--- src/hw/rtl/stff_pkg.sv ---
// Shared types and constants of the slot table with first-free allocation.
package stff_pkg;

	localparam int KIND_W  = 2;
	localparam int COUNT_W = 5;
	localparam int SLOT_W  = 4;
	localparam int LKEY_W  = 16;

	localparam logic [KIND_W-1:0] KIND_PUT    = 2'd0;
	localparam logic [KIND_W-1:0] KIND_REMOVE = 2'd1;
	localparam logic [KIND_W-1:0] KIND_LIST   = 2'd2;

	typedef enum logic [2:0] {
		EMIT_NONE,
		EMIT_FAIL,
		EMIT_PUT,
		EMIT_REM,
		EMIT_LIST
	} emit_t;

	typedef struct packed {
		logic  ld;
		logic  idx_clr;
		logic  idx_inc;
		logic  scan_rd;
		logic  set_put;
		emit_t emit;
	} cmd_t;

	typedef struct packed {
		logic full;
		logic almost_full;
		logic empty;
		logic idx_used;
		logic idx_last;
		logic hit_s1;
		logic miss_end_s1;
		logic used_s1;
		logic list_final;
	} sts_t;

endpackage

--- src/hw/rtl/slot_table_first_free.sv ---
// Slot table with first-free allocation: top level.
//
// Requests enter on start/kind/key and are taken when start is high and busy is
// low. kind selects put, remove or list; key is ignored for list. Results leave on
// ok/count/slot/listed_key/last, each valid for exactly one cycle while strobe is
// high; last marks the final result of a request. The receiver cannot stall.
//
// Request handling by kind:
//   put: one result in the cycle after the request. If the table is not full
//     afterwards, busy then stays high while the occupancy bits are walked from
//     slot 0 to the lowest free slot, one slot per cycle.
//   remove: the keys are read from the key RAM one slot per cycle; the registered
//     read data is compared with the key, and a match or a miss at the last slot
//     is registered as the result.
//   list: the same one-slot-per-cycle RAM scan; one result per occupied slot.
//   a put when full, a remove or list when empty, kind 3: one result the next cycle.
// The single read port of the key RAM sets the scan rate of one slot per cycle.
// Reset empties the table at once; no clearing pass is needed.
module slot_table_first_free #(
	parameter int SLOTS    = 16,
	parameter int KEY_BITS = 16
) (
	input  logic                         clk,
	input  logic                         arst_n,
	input  logic                         start,
	output logic                         busy,
	input  logic [stff_pkg::KIND_W-1:0]  kind,
	input  logic [KEY_BITS-1:0]          key,
	output logic                         strobe,
	output logic                         ok,
	output logic [stff_pkg::COUNT_W-1:0] count,
	output logic [stff_pkg::SLOT_W-1:0]  slot,
	output logic [stff_pkg::LKEY_W-1:0]  listed_key,
	output logic                         last
);

	stff_pkg::cmd_t cmd;
	stff_pkg::sts_t sts;

	stff_ctrl u_ctrl (
		.clk    (clk),
		.arst_n (arst_n),
		.start  (start),
		.kind   (kind),
		.sts    (sts),
		.cmd    (cmd),
		.busy   (busy)
	);

	stff_dp #(
		.SLOTS    (SLOTS),
		.KEY_BITS (KEY_BITS)
	) u_dp (
		.clk        (clk),
		.arst_n     (arst_n),
		.key        (key),
		.cmd        (cmd),
		.sts        (sts),
		.strobe     (strobe),
		.ok         (ok),
		.count      (count),
		.slot       (slot),
		.listed_key (listed_key),
		.last       (last)
	);

	// an item still emitting results keeps the block busy
	a_more_follow: assert property (@(posedge clk) disable iff (!arst_n)
		strobe && !last |-> busy)
		else $error("non-final result while not busy");

	// every accepted item either answers at once or is being worked on
	a_accept_progress: assert property (@(posedge clk) disable iff (!arst_n)
		start && !busy |=> strobe || busy)
		else $error("accepted item dropped");

	// a failed request gives a single result
	a_fail_single: assert property (@(posedge clk) disable iff (!arst_n)
		strobe && !ok |-> last)
		else $error("failed result not final");

	// a put is only written while the table has room
	a_put_full: assert property (@(posedge clk) disable iff (!arst_n)
		cmd.emit == stff_pkg::EMIT_PUT |-> !sts.full)
		else $error("put on full table");

endmodule

--- src/hw/rtl/stff_ram.sv ---
// Generic single-write, single-read RAM with registered read data.
module stff_ram #(
	parameter int WIDTH = 16,
	parameter int DEPTH = 16
) (
	input  logic                     clk,
	input  logic                     we,
	input  logic [$clog2(DEPTH)-1:0] waddr,
	input  logic [WIDTH-1:0]         wdata,
	input  logic                     re,
	input  logic [$clog2(DEPTH)-1:0] raddr,
	output logic [WIDTH-1:0]         rdata
);

	logic [WIDTH-1:0] mem_q [DEPTH];

	always_ff @(posedge clk) begin
		if (we)
			mem_q[waddr] <= wdata;
		if (re)
			rdata <= mem_q[raddr];
	end

endmodule

--- src/hw/rtl/stff_ctrl.sv ---
// Controller state machine: decodes requests and sequences the slot scans.
module stff_ctrl (
	input  logic                        clk,
	input  logic                        arst_n,
	input  logic                        start,
	input  logic [stff_pkg::KIND_W-1:0] kind,
	input  stff_pkg::sts_t              sts,
	output stff_pkg::cmd_t              cmd,
	output logic                        busy
);

	typedef enum logic [1:0] {
		IDLE,
		PUT_SCAN,
		REM_SCAN,
		LIST_SCAN
	} state_t;

	state_t state_q, state_d;

	always_comb begin
		cmd     = '0;
		state_d = state_q;
		unique case (state_q)
			IDLE: begin
				if (start) begin
					cmd.ld = 1'b1;
					unique case (kind)
						stff_pkg::KIND_PUT: begin
							if (sts.full) begin
								cmd.emit = stff_pkg::EMIT_FAIL;
							end else begin
								cmd.emit = stff_pkg::EMIT_PUT;
								// look for the next free slot unless this put fills the table
								if (!sts.almost_full) begin
									cmd.idx_clr = 1'b1;
									state_d     = PUT_SCAN;
								end
							end
						end
						stff_pkg::KIND_REMOVE: begin
							if (sts.empty) begin
								cmd.emit = stff_pkg::EMIT_FAIL;
							end else begin
								cmd.idx_clr = 1'b1;
								state_d     = REM_SCAN;
							end
						end
						stff_pkg::KIND_LIST: begin
							if (sts.empty) begin
								cmd.emit = stff_pkg::EMIT_FAIL;
							end else begin
								cmd.idx_clr = 1'b1;
								state_d     = LIST_SCAN;
							end
						end
						default: begin
							cmd.emit = stff_pkg::EMIT_FAIL;
						end
					endcase
				end
			end
			PUT_SCAN: begin
				if (!sts.idx_used) begin
					cmd.set_put = 1'b1;
					state_d     = IDLE;
				end else begin
					cmd.idx_inc = 1'b1;
				end
			end
			REM_SCAN: begin
				cmd.scan_rd = 1'b1;
				cmd.idx_inc = !sts.idx_last;
				if (sts.hit_s1) begin
					cmd.emit = stff_pkg::EMIT_REM;
					state_d  = IDLE;
				end else if (sts.miss_end_s1) begin
					cmd.emit = stff_pkg::EMIT_FAIL;
					state_d  = IDLE;
				end
			end
			LIST_SCAN: begin
				cmd.scan_rd = 1'b1;
				cmd.idx_inc = !sts.idx_last;
				if (sts.used_s1) begin
					cmd.emit = stff_pkg::EMIT_LIST;
					if (sts.list_final)
						state_d = IDLE;
				end
			end
			default: begin
				state_d = IDLE;
			end
		endcase
	end

	always_ff @(posedge clk or negedge arst_n) begin
		if (!arst_n) begin
			state_q <= IDLE;
			busy    <= 1'b0;
		end else begin
			state_q <= state_d;
			busy    <= (state_d != IDLE);
		end
	end

endmodule

--- src/hw/rtl/stff_dp.sv ---
// Datapath: key store, occupancy bits, counters, scan pipeline and result registers.
module stff_dp #(
	parameter int SLOTS    = 16,
	parameter int KEY_BITS = 16
) (
	input  logic                         clk,
	input  logic                         arst_n,
	input  logic [KEY_BITS-1:0]          key,
	input  stff_pkg::cmd_t               cmd,
	output stff_pkg::sts_t               sts,
	output logic                         strobe,
	output logic                         ok,
	output logic [stff_pkg::COUNT_W-1:0] count,
	output logic [stff_pkg::SLOT_W-1:0]  slot,
	output logic [stff_pkg::LKEY_W-1:0]  listed_key,
	output logic                         last
);

	localparam int IW  = $clog2(SLOTS);
	localparam int CW  = $clog2(SLOTS + 1);
	localparam int OCW = stff_pkg::COUNT_W;
	localparam int OSW = stff_pkg::SLOT_W;
	localparam int OKW = stff_pkg::LKEY_W;

	logic [KEY_BITS-1:0] key_q;
	logic [SLOTS-1:0]    used_q;
	logic [CW-1:0]       cnt_q;
	logic [CW-1:0]       lcnt_q;
	logic [IW-1:0]       put_q;
	logic [IW-1:0]       idx_q;
	logic [IW-1:0]       idx_s1;
	logic                v_s1;
	logic [KEY_BITS-1:0] rdata;
	logic [CW-1:0]       cnt_inc;
	logic [CW-1:0]       cnt_dec;
	logic [CW-1:0]       lcnt_inc;

	stff_ram #(
		.WIDTH (KEY_BITS),
		.DEPTH (SLOTS)
	) u_keys (
		.clk   (clk),
		.we    (cmd.emit == stff_pkg::EMIT_PUT),
		.waddr (put_q),
		.wdata (key),
		.re    (cmd.scan_rd),
		.raddr (idx_q),
		.rdata (rdata)
	);

	assign cnt_inc  = cnt_q + CW'(1);
	assign cnt_dec  = cnt_q - CW'(1);
	assign lcnt_inc = lcnt_q + CW'(1);

	always_comb begin
		sts.full        = (cnt_q == CW'(SLOTS));
		sts.almost_full = (cnt_q == CW'(SLOTS - 1));
		sts.empty       = (cnt_q == '0);
		sts.idx_used    = used_q[idx_q];
		sts.idx_last    = (idx_q == IW'(SLOTS - 1));
		sts.used_s1     = v_s1 && used_q[idx_s1];
		sts.hit_s1      = sts.used_s1 && (rdata == key_q);
		sts.miss_end_s1 = v_s1 && (idx_s1 == IW'(SLOTS - 1)) && !sts.hit_s1;
		sts.list_final  = (lcnt_inc == cnt_q);
	end

	always_ff @(posedge clk or negedge arst_n) begin
		if (!arst_n) begin
			used_q <= '0;
			cnt_q  <= '0;
			lcnt_q <= '0;
			put_q  <= '0;
			idx_q  <= '0;
			v_s1   <= 1'b0;
			strobe <= 1'b0;
		end else begin
			v_s1   <= cmd.scan_rd;
			strobe <= (cmd.emit != stff_pkg::EMIT_NONE);
			if (cmd.idx_clr)
				idx_q <= '0;
			else if (cmd.idx_inc)
				idx_q <= idx_q + IW'(1);
			if (cmd.idx_clr)
				lcnt_q <= '0;
			else if (cmd.emit == stff_pkg::EMIT_LIST)
				lcnt_q <= lcnt_inc;
			if (cmd.set_put)
				put_q <= idx_q;
			case (cmd.emit)
				stff_pkg::EMIT_PUT: begin
					used_q[put_q] <= 1'b1;
					cnt_q         <= cnt_inc;
				end
				stff_pkg::EMIT_REM: begin
					// freed slot becomes the next put slot
					used_q[idx_s1] <= 1'b0;
					put_q          <= idx_s1;
					cnt_q          <= cnt_dec;
				end
				default: begin
				end
			endcase
		end
	end

	always_ff @(posedge clk) begin
		idx_s1 <= idx_q;
		if (cmd.ld)
			key_q <= key;
		case (cmd.emit)
			stff_pkg::EMIT_PUT: begin
				ok         <= 1'b1;
				count      <= OCW'(cnt_inc);
				slot       <= OSW'(put_q);
				listed_key <= '0;
				last       <= 1'b1;
			end
			stff_pkg::EMIT_REM: begin
				ok         <= 1'b1;
				count      <= OCW'(cnt_dec);
				slot       <= OSW'(idx_s1);
				listed_key <= '0;
				last       <= 1'b1;
			end
			stff_pkg::EMIT_LIST: begin
				ok         <= 1'b1;
				count      <= OCW'(cnt_q);
				slot       <= OSW'(idx_s1);
				listed_key <= OKW'(rdata);
				last       <= sts.list_final;
			end
			stff_pkg::EMIT_FAIL: begin
				ok         <= 1'b0;
				count      <= OCW'(cnt_q);
				slot       <= '0;
				listed_key <= '0;
				last       <= 1'b1;
			end
			default: begin
			end
		endcase
	end

endmodule

--- config.mk ---
export PLATFORM = sky130hd
export DESIGN_NAME = slot_table_first_free
export DESIGN_NICKNAME = d
export VERILOG_FILES = /design/src/hw/rtl/stff_pkg.sv /design/src/hw/rtl/slot_table_first_free.sv /design/src/hw/rtl/stff_ram.sv /design/src/hw/rtl/stff_ctrl.sv /design/src/hw/rtl/stff_dp.sv
export SDC_FILE = /design/constraint.sdc
export NUM_CORES = 1
export LEC_CHECK = 0
export BUFFER_PORTS_ARGS = -buffer_cell sky130_fd_sc_hd__buf_2
export CAP_MARGIN = 20
export CORE_UTILIZATION = 43
export DETAILED_ROUTE_END_ITERATION = 8
export MAX_ROUTING_LAYER = met4
export SYNTH_ARGS = -nofsm -noshare
export SYNTH_HDL_FRONTEND = slang
export SYNTH_SLANG_ARGS = --single-unit
--- constraint.sdc ---
create_clock -name clk -period 6.25 [get_ports clk]
set_input_delay 1.25 -clock clk [delete_from_list [all_inputs] [get_ports clk]]
set_output_delay 1.25 -clock clk [all_outputs]
set_load 0.05 [all_outputs]
==> flow_metrics.py, run 1 <==
metrics = {
    "synth": {
        "synthAdderAreaFrac_pct": 0.861,
        "syn_nets": 809,
        "postSynth.asyncResetShare_pct": 10.9,
        "synth_top_area_share_pct": 65.1,
        "syn_inst": 778,
        "yosysUniqueCellTypes": 56,
        "syn_avg_cell_area_um2": 18.7,
        "synth_flop_cell": "edfxtp_1",
        "synth_mux_area_share_pct": 14.5,
        "synth_edf_count": 315,
        "yosys.area_share.xor_xnor_pct": 1.99,
        "synthSimpleGateAreaFrac_pct": 5.14,
        "synth_top_cell_by_area": "edfxtp_1",
        "ys_ff_latch": 358,
        "yosys_warnings": 0,
        "synth-compound-area-share_pct": 3.72,
        "synth_area_leaders": "edfxtp_1 (65%), mux4_2 (13%), dfrtp_1 (6.7%)",
        "synth_area_um2": 14500,
        "synth_top_family_by_area": "multiplexers",
        "yosysSeqAreaShare_pct": 72.3,
    },
    "critical_path": {
        "crit_type": "reg2reg",
        "timing.rr.end": "u_dp.u_keys.mem_q[5][13]$_DFFE_PP_",
        "ff2ff_path_depth": 7,
        "crit_required_ns": 6.38,
        "critPathCaptureType": "register",
        "arrival_ns": 4.38,
        "critPathLaunchType": "register",
        "critical_path_peak_fanout": 20,
        "reg2reg_slack_ns": 2.00,
        "r2r-start": "u_dp.idx_s1[1]$_DFF_P_",
    },
    "place": {
        "hpwl_mm": 22.1,
        "io_buffers": 49,
        "gp_routability_congestion": 0.856,
        "dp_cells": 1234,
    },
    "power_and_ir_drop": {
        "vdd.ir_drop.worst_v": 0.000228,
        "pwr_density_cell_nw_per_um2": 441,
        "power.leakage_nw": 5.42,
    },
    "floorplanning": {
        "start_util_pct": 44.2,
        "die_h_um": 186,
        "num_rows": 66,
        "die_area_um2": 34600,
        "die_w_um": 186,
        "pin_count": 50,
        "core_um2": 32900,
    },
    "timing": {
        "setup_tns_ns": 0,
        "slew_violations": 0,
        "setup_viol": 0,
        "maxSlewHeadroom_pct": 27.3,
        "timing.final.crit_share_pct": 68.0,
        "holdWs_ns": 0.540,
        "period_minus_slack_ns": 4.25,
        "fin_worst_skew_ns": 0.0159,
        "worst_slew_pin_slew_ns": 1.09,
        "finalHoldViolCount": 0,
        "max_freq_mhz": 235,
        "rsz0062_at_grt": "no",
    },
    "clocking": {
        "clk_path_buf_depth": 3,
        "cts.reportedPaths.clkPinSlew_ns": 0.06,
        "cts_sinks": 358,
        "tritoncts": "done",
        "cts_buffers": 38,
        "clk-insertion-delay-late_ns": 0.52,
        "cts_root_buf": "clkbuf_16",
        "ctsResizeCount": 0,
        "postCtsSetupBuffers": 0,
        "cts_hold_buf": 0,
        "htree_levels": 2,
    },
    "detailed_routing": {
        "ant_nets": 0,
        "first_pass_iters": 5,
        "vias": 7487,
        "wirelength_mm": 33.3,
        "drcViolationCount": 0,
        "wl_per_cell_um": 25.6,
        "drtIter0Drc": 620,
        "via_per_inst": 5.74,
    },
    "layout": {
        "multi_input_area_um2": 3850,
        "num-fill-cells": 2712,
        "fin_nets": 863,
        "area_growth_pct": 12.7,
        "seq_area_um2": 10500,
        "finalNonFillerCells": 1304,
        "utilization_pct": 49.9,
        "layout-drive-gt1-share_pct": 25.3,
    },
    "grt": {
        "grt_max_degree": 64,
        "track_usage_pct": 20.7,
        "grt_pass1_vias": 7501,
        "overflow": 0,
        "antenna_found_initial": 1,
        "grt_pass1_wl_mm": 49.2,
    },
    "hold_path": {
        "min_path_cells": 1,
        "whs_endpoint": "u_dp.used_q[7]$_DFFE_PN0P_",
        "hold_path.startpoint": "u_dp.used_q[7]$_DFFE_PN0P_",
        "holdCritPathClass": "reg2reg",
    },
    "flow_run": {
        "maxCapViolations": 0,
    },
    "status": {
        "status": "complete, no violations",
    },
}
report_power, final:
group	switching (mW)	internal, mW
registers	0.338	2.93
clock network	0.892	1.15
logic	1.06	0.858
total	2.29	4.94
layout make-up:
type,instances,share of cell area [%]
Inverter,12,0.275
Timing Repair Buffer,55,1.77
Tap cell,442,3.37
Antenna cell,1,0.0153
Clock inverter,22,0.664
Sequential cell,358,64.2
Multi-Input combinational cell,367,23.5
Clock buffer,47,6.20
registers in the layout, indices dropped and copies added (netlist names), 4 cells and up:
| register | count |
|---|---|
| u_dp.cnt_q | 5 |
| u_dp.count | 5 |
| u_dp.idx_q | 4 |
| u_dp.idx_s1 | 4 |
| u_dp.key_q | 16 |
| u_dp.lcnt_q | 5 |
| u_dp.listed_key | 16 |
| u_dp.put_q | 4 |
| u_dp.slot | 4 |
| u_dp.u_keys.mem_q | 256 |
| u_dp.u_keys.rdata | 16 |
| u_dp.used_q | 16 |
logic make-up (layout without fill, tap and decap cells):
group                    Yosys count  after routing
buffers and inverters             53            136
multiplexers                     101            101
other                              0              1
AND/OR/NAND/NOR                  144            144
XOR/XNOR                          33             33
adder cells (fa/ha/maj)           10             10
flip-flops                       358            358
AO/OA/AOI/OAI                     79             79
synth_stat cells, types with 4 or more instances:
cell,instances
or3_1,5
nor4_1,4
edfxtp_1,315
xor2_1,22
a31oi_1,7
nor2b_1,6
nor3_1,11
nor2_1,32
o22a_1,4
dfxtp_1,4
clkbuf_1,30
mux2i_1,12
a41oi_1,4
o21ai_0,22
buf_1,5
ha_1,10
xnor2_1,11
mux4_2,87
a22o_1,8
and2_1,16
dfrtp_1,39
nand2_1,35
inv_1,12
nand3_1,13
a21oi_1,14
layout by cell type, fill, tap and decap left out, types with 5 or more instances in the layout:
cell,instances
edfxtp_1,315
mux4_2,87
buf_2,49
clkbuf_16,39
dfrtp_1,37
nand2_1,35
xor2_1,22
o21ai_0,22
nor2_1,20
and2_1,16
a21oi_1,14
nand3_1,13
clkinv_1,13
inv_1,12
mux2i_1,12
nor2_2,12
xnor2_1,11
nor3_1,10
ha_1,10
a22o_1,8
a31oi_1,7
clkbuf_1,7
nor2b_1,6
buf_4,6
or3_1,5
routing by layer:
layer,part of all wire (%),vias up,global-route usage [%]
li1,-,3246,-
met3,5.8,64,3.48
met1,44,3894,28.5
met2,47,283,31.1
met5,0,-,-
met4,3.3,0,7.54
worst max-delay path, cell delays in order, from the launching register on:
cell	delay, ns
dfxtp_1	0.84
mux2i_1	0.19
mux4_2	0.50
mux2_2	0.36
o41a_1	0.43
buf_4	0.22
or3b_1	0.52
nor2_2	0.80
stage by stage:
step | cell area [um2] | power (mW) | setup slack, ns
3_5_place_dp | 15300 | 5.26 | 1.54
2_1_floorplan | 14500 | 4.59 | 1.97
6_report | 16400 | 7.23 | 2.00
3_3_place_gp | 15300 | 5.23 | 1.64
5_1_grt | 16400 | 7.54 | 1.80
4_1_cts | 16400 | 7.30 | 1.96
worst max path at each step:
stage / start / end
floorplan: kind[0] / u_dp.u_keys.mem_q[11][0]$_DFFE_PP_
global placement: kind[0] / u_dp.u_keys.mem_q[8][9]$_DFFE_PP_
detailed placement: kind[0] / u_dp.u_keys.mem_q[8][12]$_DFFE_PP_
CTS: u_dp.idx_s1[1]$_DFF_P_ / u_dp.u_keys.mem_q[6][13]$_DFFE_PP_
global route: u_dp.idx_s1[1]$_DFF_P_ / u_dp.u_keys.mem_q[6][13]$_DFFE_PP_
finish: u_dp.idx_s1[1]$_DFF_P_ / u_dp.u_keys.mem_q[5][13]$_DFFE_PP_
(Power assumes the default switching activity.)
==> run 2, diff against run 1 <==
==> constraint.sdc (replaced) <==
create_clock -name clk -period 4.1 [get_ports clk]
set_input_delay 0.82 -clock clk [delete_from_list [all_inputs] [get_ports clk]]
set_output_delay 0.82 -clock clk [all_outputs]
set_load 0.05 [all_outputs]
==> run 2 against run 1 <==
Effect of this change:
- sequential cell count unchanged
- register-to-register slack got worse by 1.7 ns
- via count increased by 2.1%
- wire length decreased by 1.1%
- first-iteration DRC count increased by 27%
- critical endpoint is now u_dp.u_keys.mem_q[7][6]$_DFFE_PP_
- sequential share of layout area down 1.2 points
- clock-buffer cell count did not move
- clock power grew 67%
- non-clock buffer count grew 22
==> flow_metrics.py, run 2 (same netlist as run 1, synthesis figures left out) <==
metrics = {
    "power_and_ir_drop": {
        "pwr_density_cell_nw_per_um2": 677,
        "vdd.ir_drop.worst_v": 0.000523,
        "power.leakage_nw": 5.63,
    },
    "critical_path": {
        "crit_family": "multiplexers",
        "path_buf_inv": 1,
        "critPathLaunchType": "register",
        "crit_type": "reg2reg",
        "arrival_ns": 4.01,
        "critical_path_peak_fanout": 19,
        "crit_path_cell_trace": "mux2i_1, mux4_2, mux2_2, o41a_1, or3b_1, nor3_4, buf_4",
        "startpoint": "u_dp.idx_s1[1]$_DFF_P_",
        "crit_required_ns": 4.30,
        "r2r-start": "u_dp.idx_s1[1]$_DFF_P_",
        "max_stage_delay_ns": 0.85,
        "critPathCaptureType": "register",
        "slowest_stage": "dfxtp_1",
    },
    "timing": {
        "holdWs_ns": 0.408,
        "timing.final.crit_share_pct": 92.9,
        "maxSlewHeadroom_pct": 29.0,
        "finalHoldViolCount": 0,
        "worst_slew_pin_slew_ns": 1.06,
        "period_minus_slack_ns": 3.81,
        "rsz0062_at_grt": "no",
        "slew_violations": 0,
        "max_freq_mhz": 263,
        "setup_tns_ns": 0,
        "setup_viol": 0,
        "fin_worst_skew_ns": 0.0238,
    },
    "layout": {
        "final_cell_area_um2": 16700,
        "area_growth_pct": 14.9,
        "finalNonFillerCells": 1327,
        "fin_nets": 886,
        "utilization_pct": 50.8,
        "final_common_cell": "edfxtp_1",
        "largest_register_ff_count": 256,
        "seq_area_um2": 10500,
        "layout-drive-gt1-share_pct": 27.9,
        "most-common-layout-cells": "edfxtp_1 (315), mux4_2 (87), buf_2 (49), clkbuf_16 (39), dfrtp_1 (37)",
        "num-fill-cells": 2680,
        "multi_input_area_um2": 3850,
        "largest-register": "u_dp.u_keys.mem_q",
    },
    "clocking": {
        "ctsResizeCount": 0,
        "cts_hold_buf": 0,
        "cts.reportedPaths.clkPinSlew_ns": 0.06,
        "cts_root_buf": "clkbuf_16",
        "clk-insertion-delay-late_ns": 0.54,
        "postCtsSetupBuffers": 0,
        "clk_path_buf_depth": 3,
        "tritoncts": "done",
        "cts_sinks": 358,
        "cts_buffers": 39,
        "htree_levels": 2,
    },
    "grt": {
        "grt_max_degree": 69,
        "grt_util_met3_pct": 3.68,
        "grt_busiest_layer": "met1",
        "use_met1_pct": 30.2,
        "grt_pass1_wl_mm": 49.3,
        "antenna_found_initial": 2,
        "overflow": 0,
        "grt_pass1_vias": 7701,
        "grt_util_met2_pct": 29.6,
        "track_usage_pct": 20.5,
    },
    "hold_path": {
        "holdCritPathClass": "in2async",
    },
    "place": {
        "dp_cells": 1256,
        "hpwl_mm": 21.4,
        "gp_routability_congestion": 0.906,
        "placed_cell_area_um2": 15400,
        "io_buffers": 49,
    },
    "floorplanning": {
        "die_h_um": 186,
        "pin_count": 50,
        "start_util_pct": 44.2,
        "die_area_um2": 34600,
        "core_um2": 32900,
        "die_w_um": 186,
        "num_rows": 66,
    },
    "detailed_routing": {
        "ant_nets": 0,
        "via_per_inst": 5.76,
        "first_pass_iters": 5,
        "vias": 7647,
        "drcViolationCount": 0,
        "drtIter0Drc": 786,
        "wirelength_mm": 32.9,
        "wl_per_cell_um": 24.8,
    },
    "status": {
        "status": "complete, no violations",
    },
    "flow_run": {
        "maxCapViolations": 0,
    },
}
## run 2: final cells by class
class | instances | area share, %
well taps | 442 | 3.31
flip-flops and latches | 358 | 63.0
repair buffers | 77 | 2.88
inverters | 12 | 0.270
multi-input cells | 367 | 23.1
diodes | 1 | 0.0150
clock inverters | 23 | 1.47
clock buffers | 47 | 6.02
## run 2: final timing paths
check                      cells past startpoint                                 to  slack [ns]
setup / recovery                               7  u_dp.u_keys.mem_q[7][6]$_DFFE_PP_        0.29
hold / removal                                 1          u_dp.cnt_q[0]$_DFFE_PN0P_        0.41
setup reg to reg                               7  u_dp.u_keys.mem_q[7][6]$_DFFE_PP_        0.29
hold reg to reg                                0             u_dp.idx_s1[1]$_DFF_P_        0.52
max in group asynchronous                      1          u_dp.idx_q[0]$_DFFE_PN0P_        2.97
min in group clk                               0             u_dp.idx_s1[1]$_DFF_P_        0.52
## run 2: per-stage QoR
stage | power [mW] | setup WS (ns)
floorplan | 7.00 | 0.192
global placement | 7.94 | 0.436
detailed placement | 8.00 | 0.334
CTS | 11.4 | 0.302
global route | 11.8 | 0.0709
finish | 11.3 | 0.292
## run 2: worst register-to-register path: stages (launching register included)
cell     delay (ns)
dfxtp_1        0.85
mux2i_1        0.16
mux4_2         0.50
mux2_2         0.34
o41a_1         0.58
or3b_1         0.56
nor3_4         0.17
buf_4          0.30
## run 2: metal layers
layer | vias up | share of wire [%]
met5 | - | 0
met4 | 0 | 1.9
met3 | 46 | 6.6
met2 | 267 | 46
met1 | 4054 | 46
li1 | 3280 | -
## run 2: where the power goes
part           switching, mW  total, mW  internal [mW]
combinational           1.66       3.00           1.34
sequential             0.433       4.90           4.47
clock                   1.39       3.42           2.02
total                   3.48       11.3           7.83
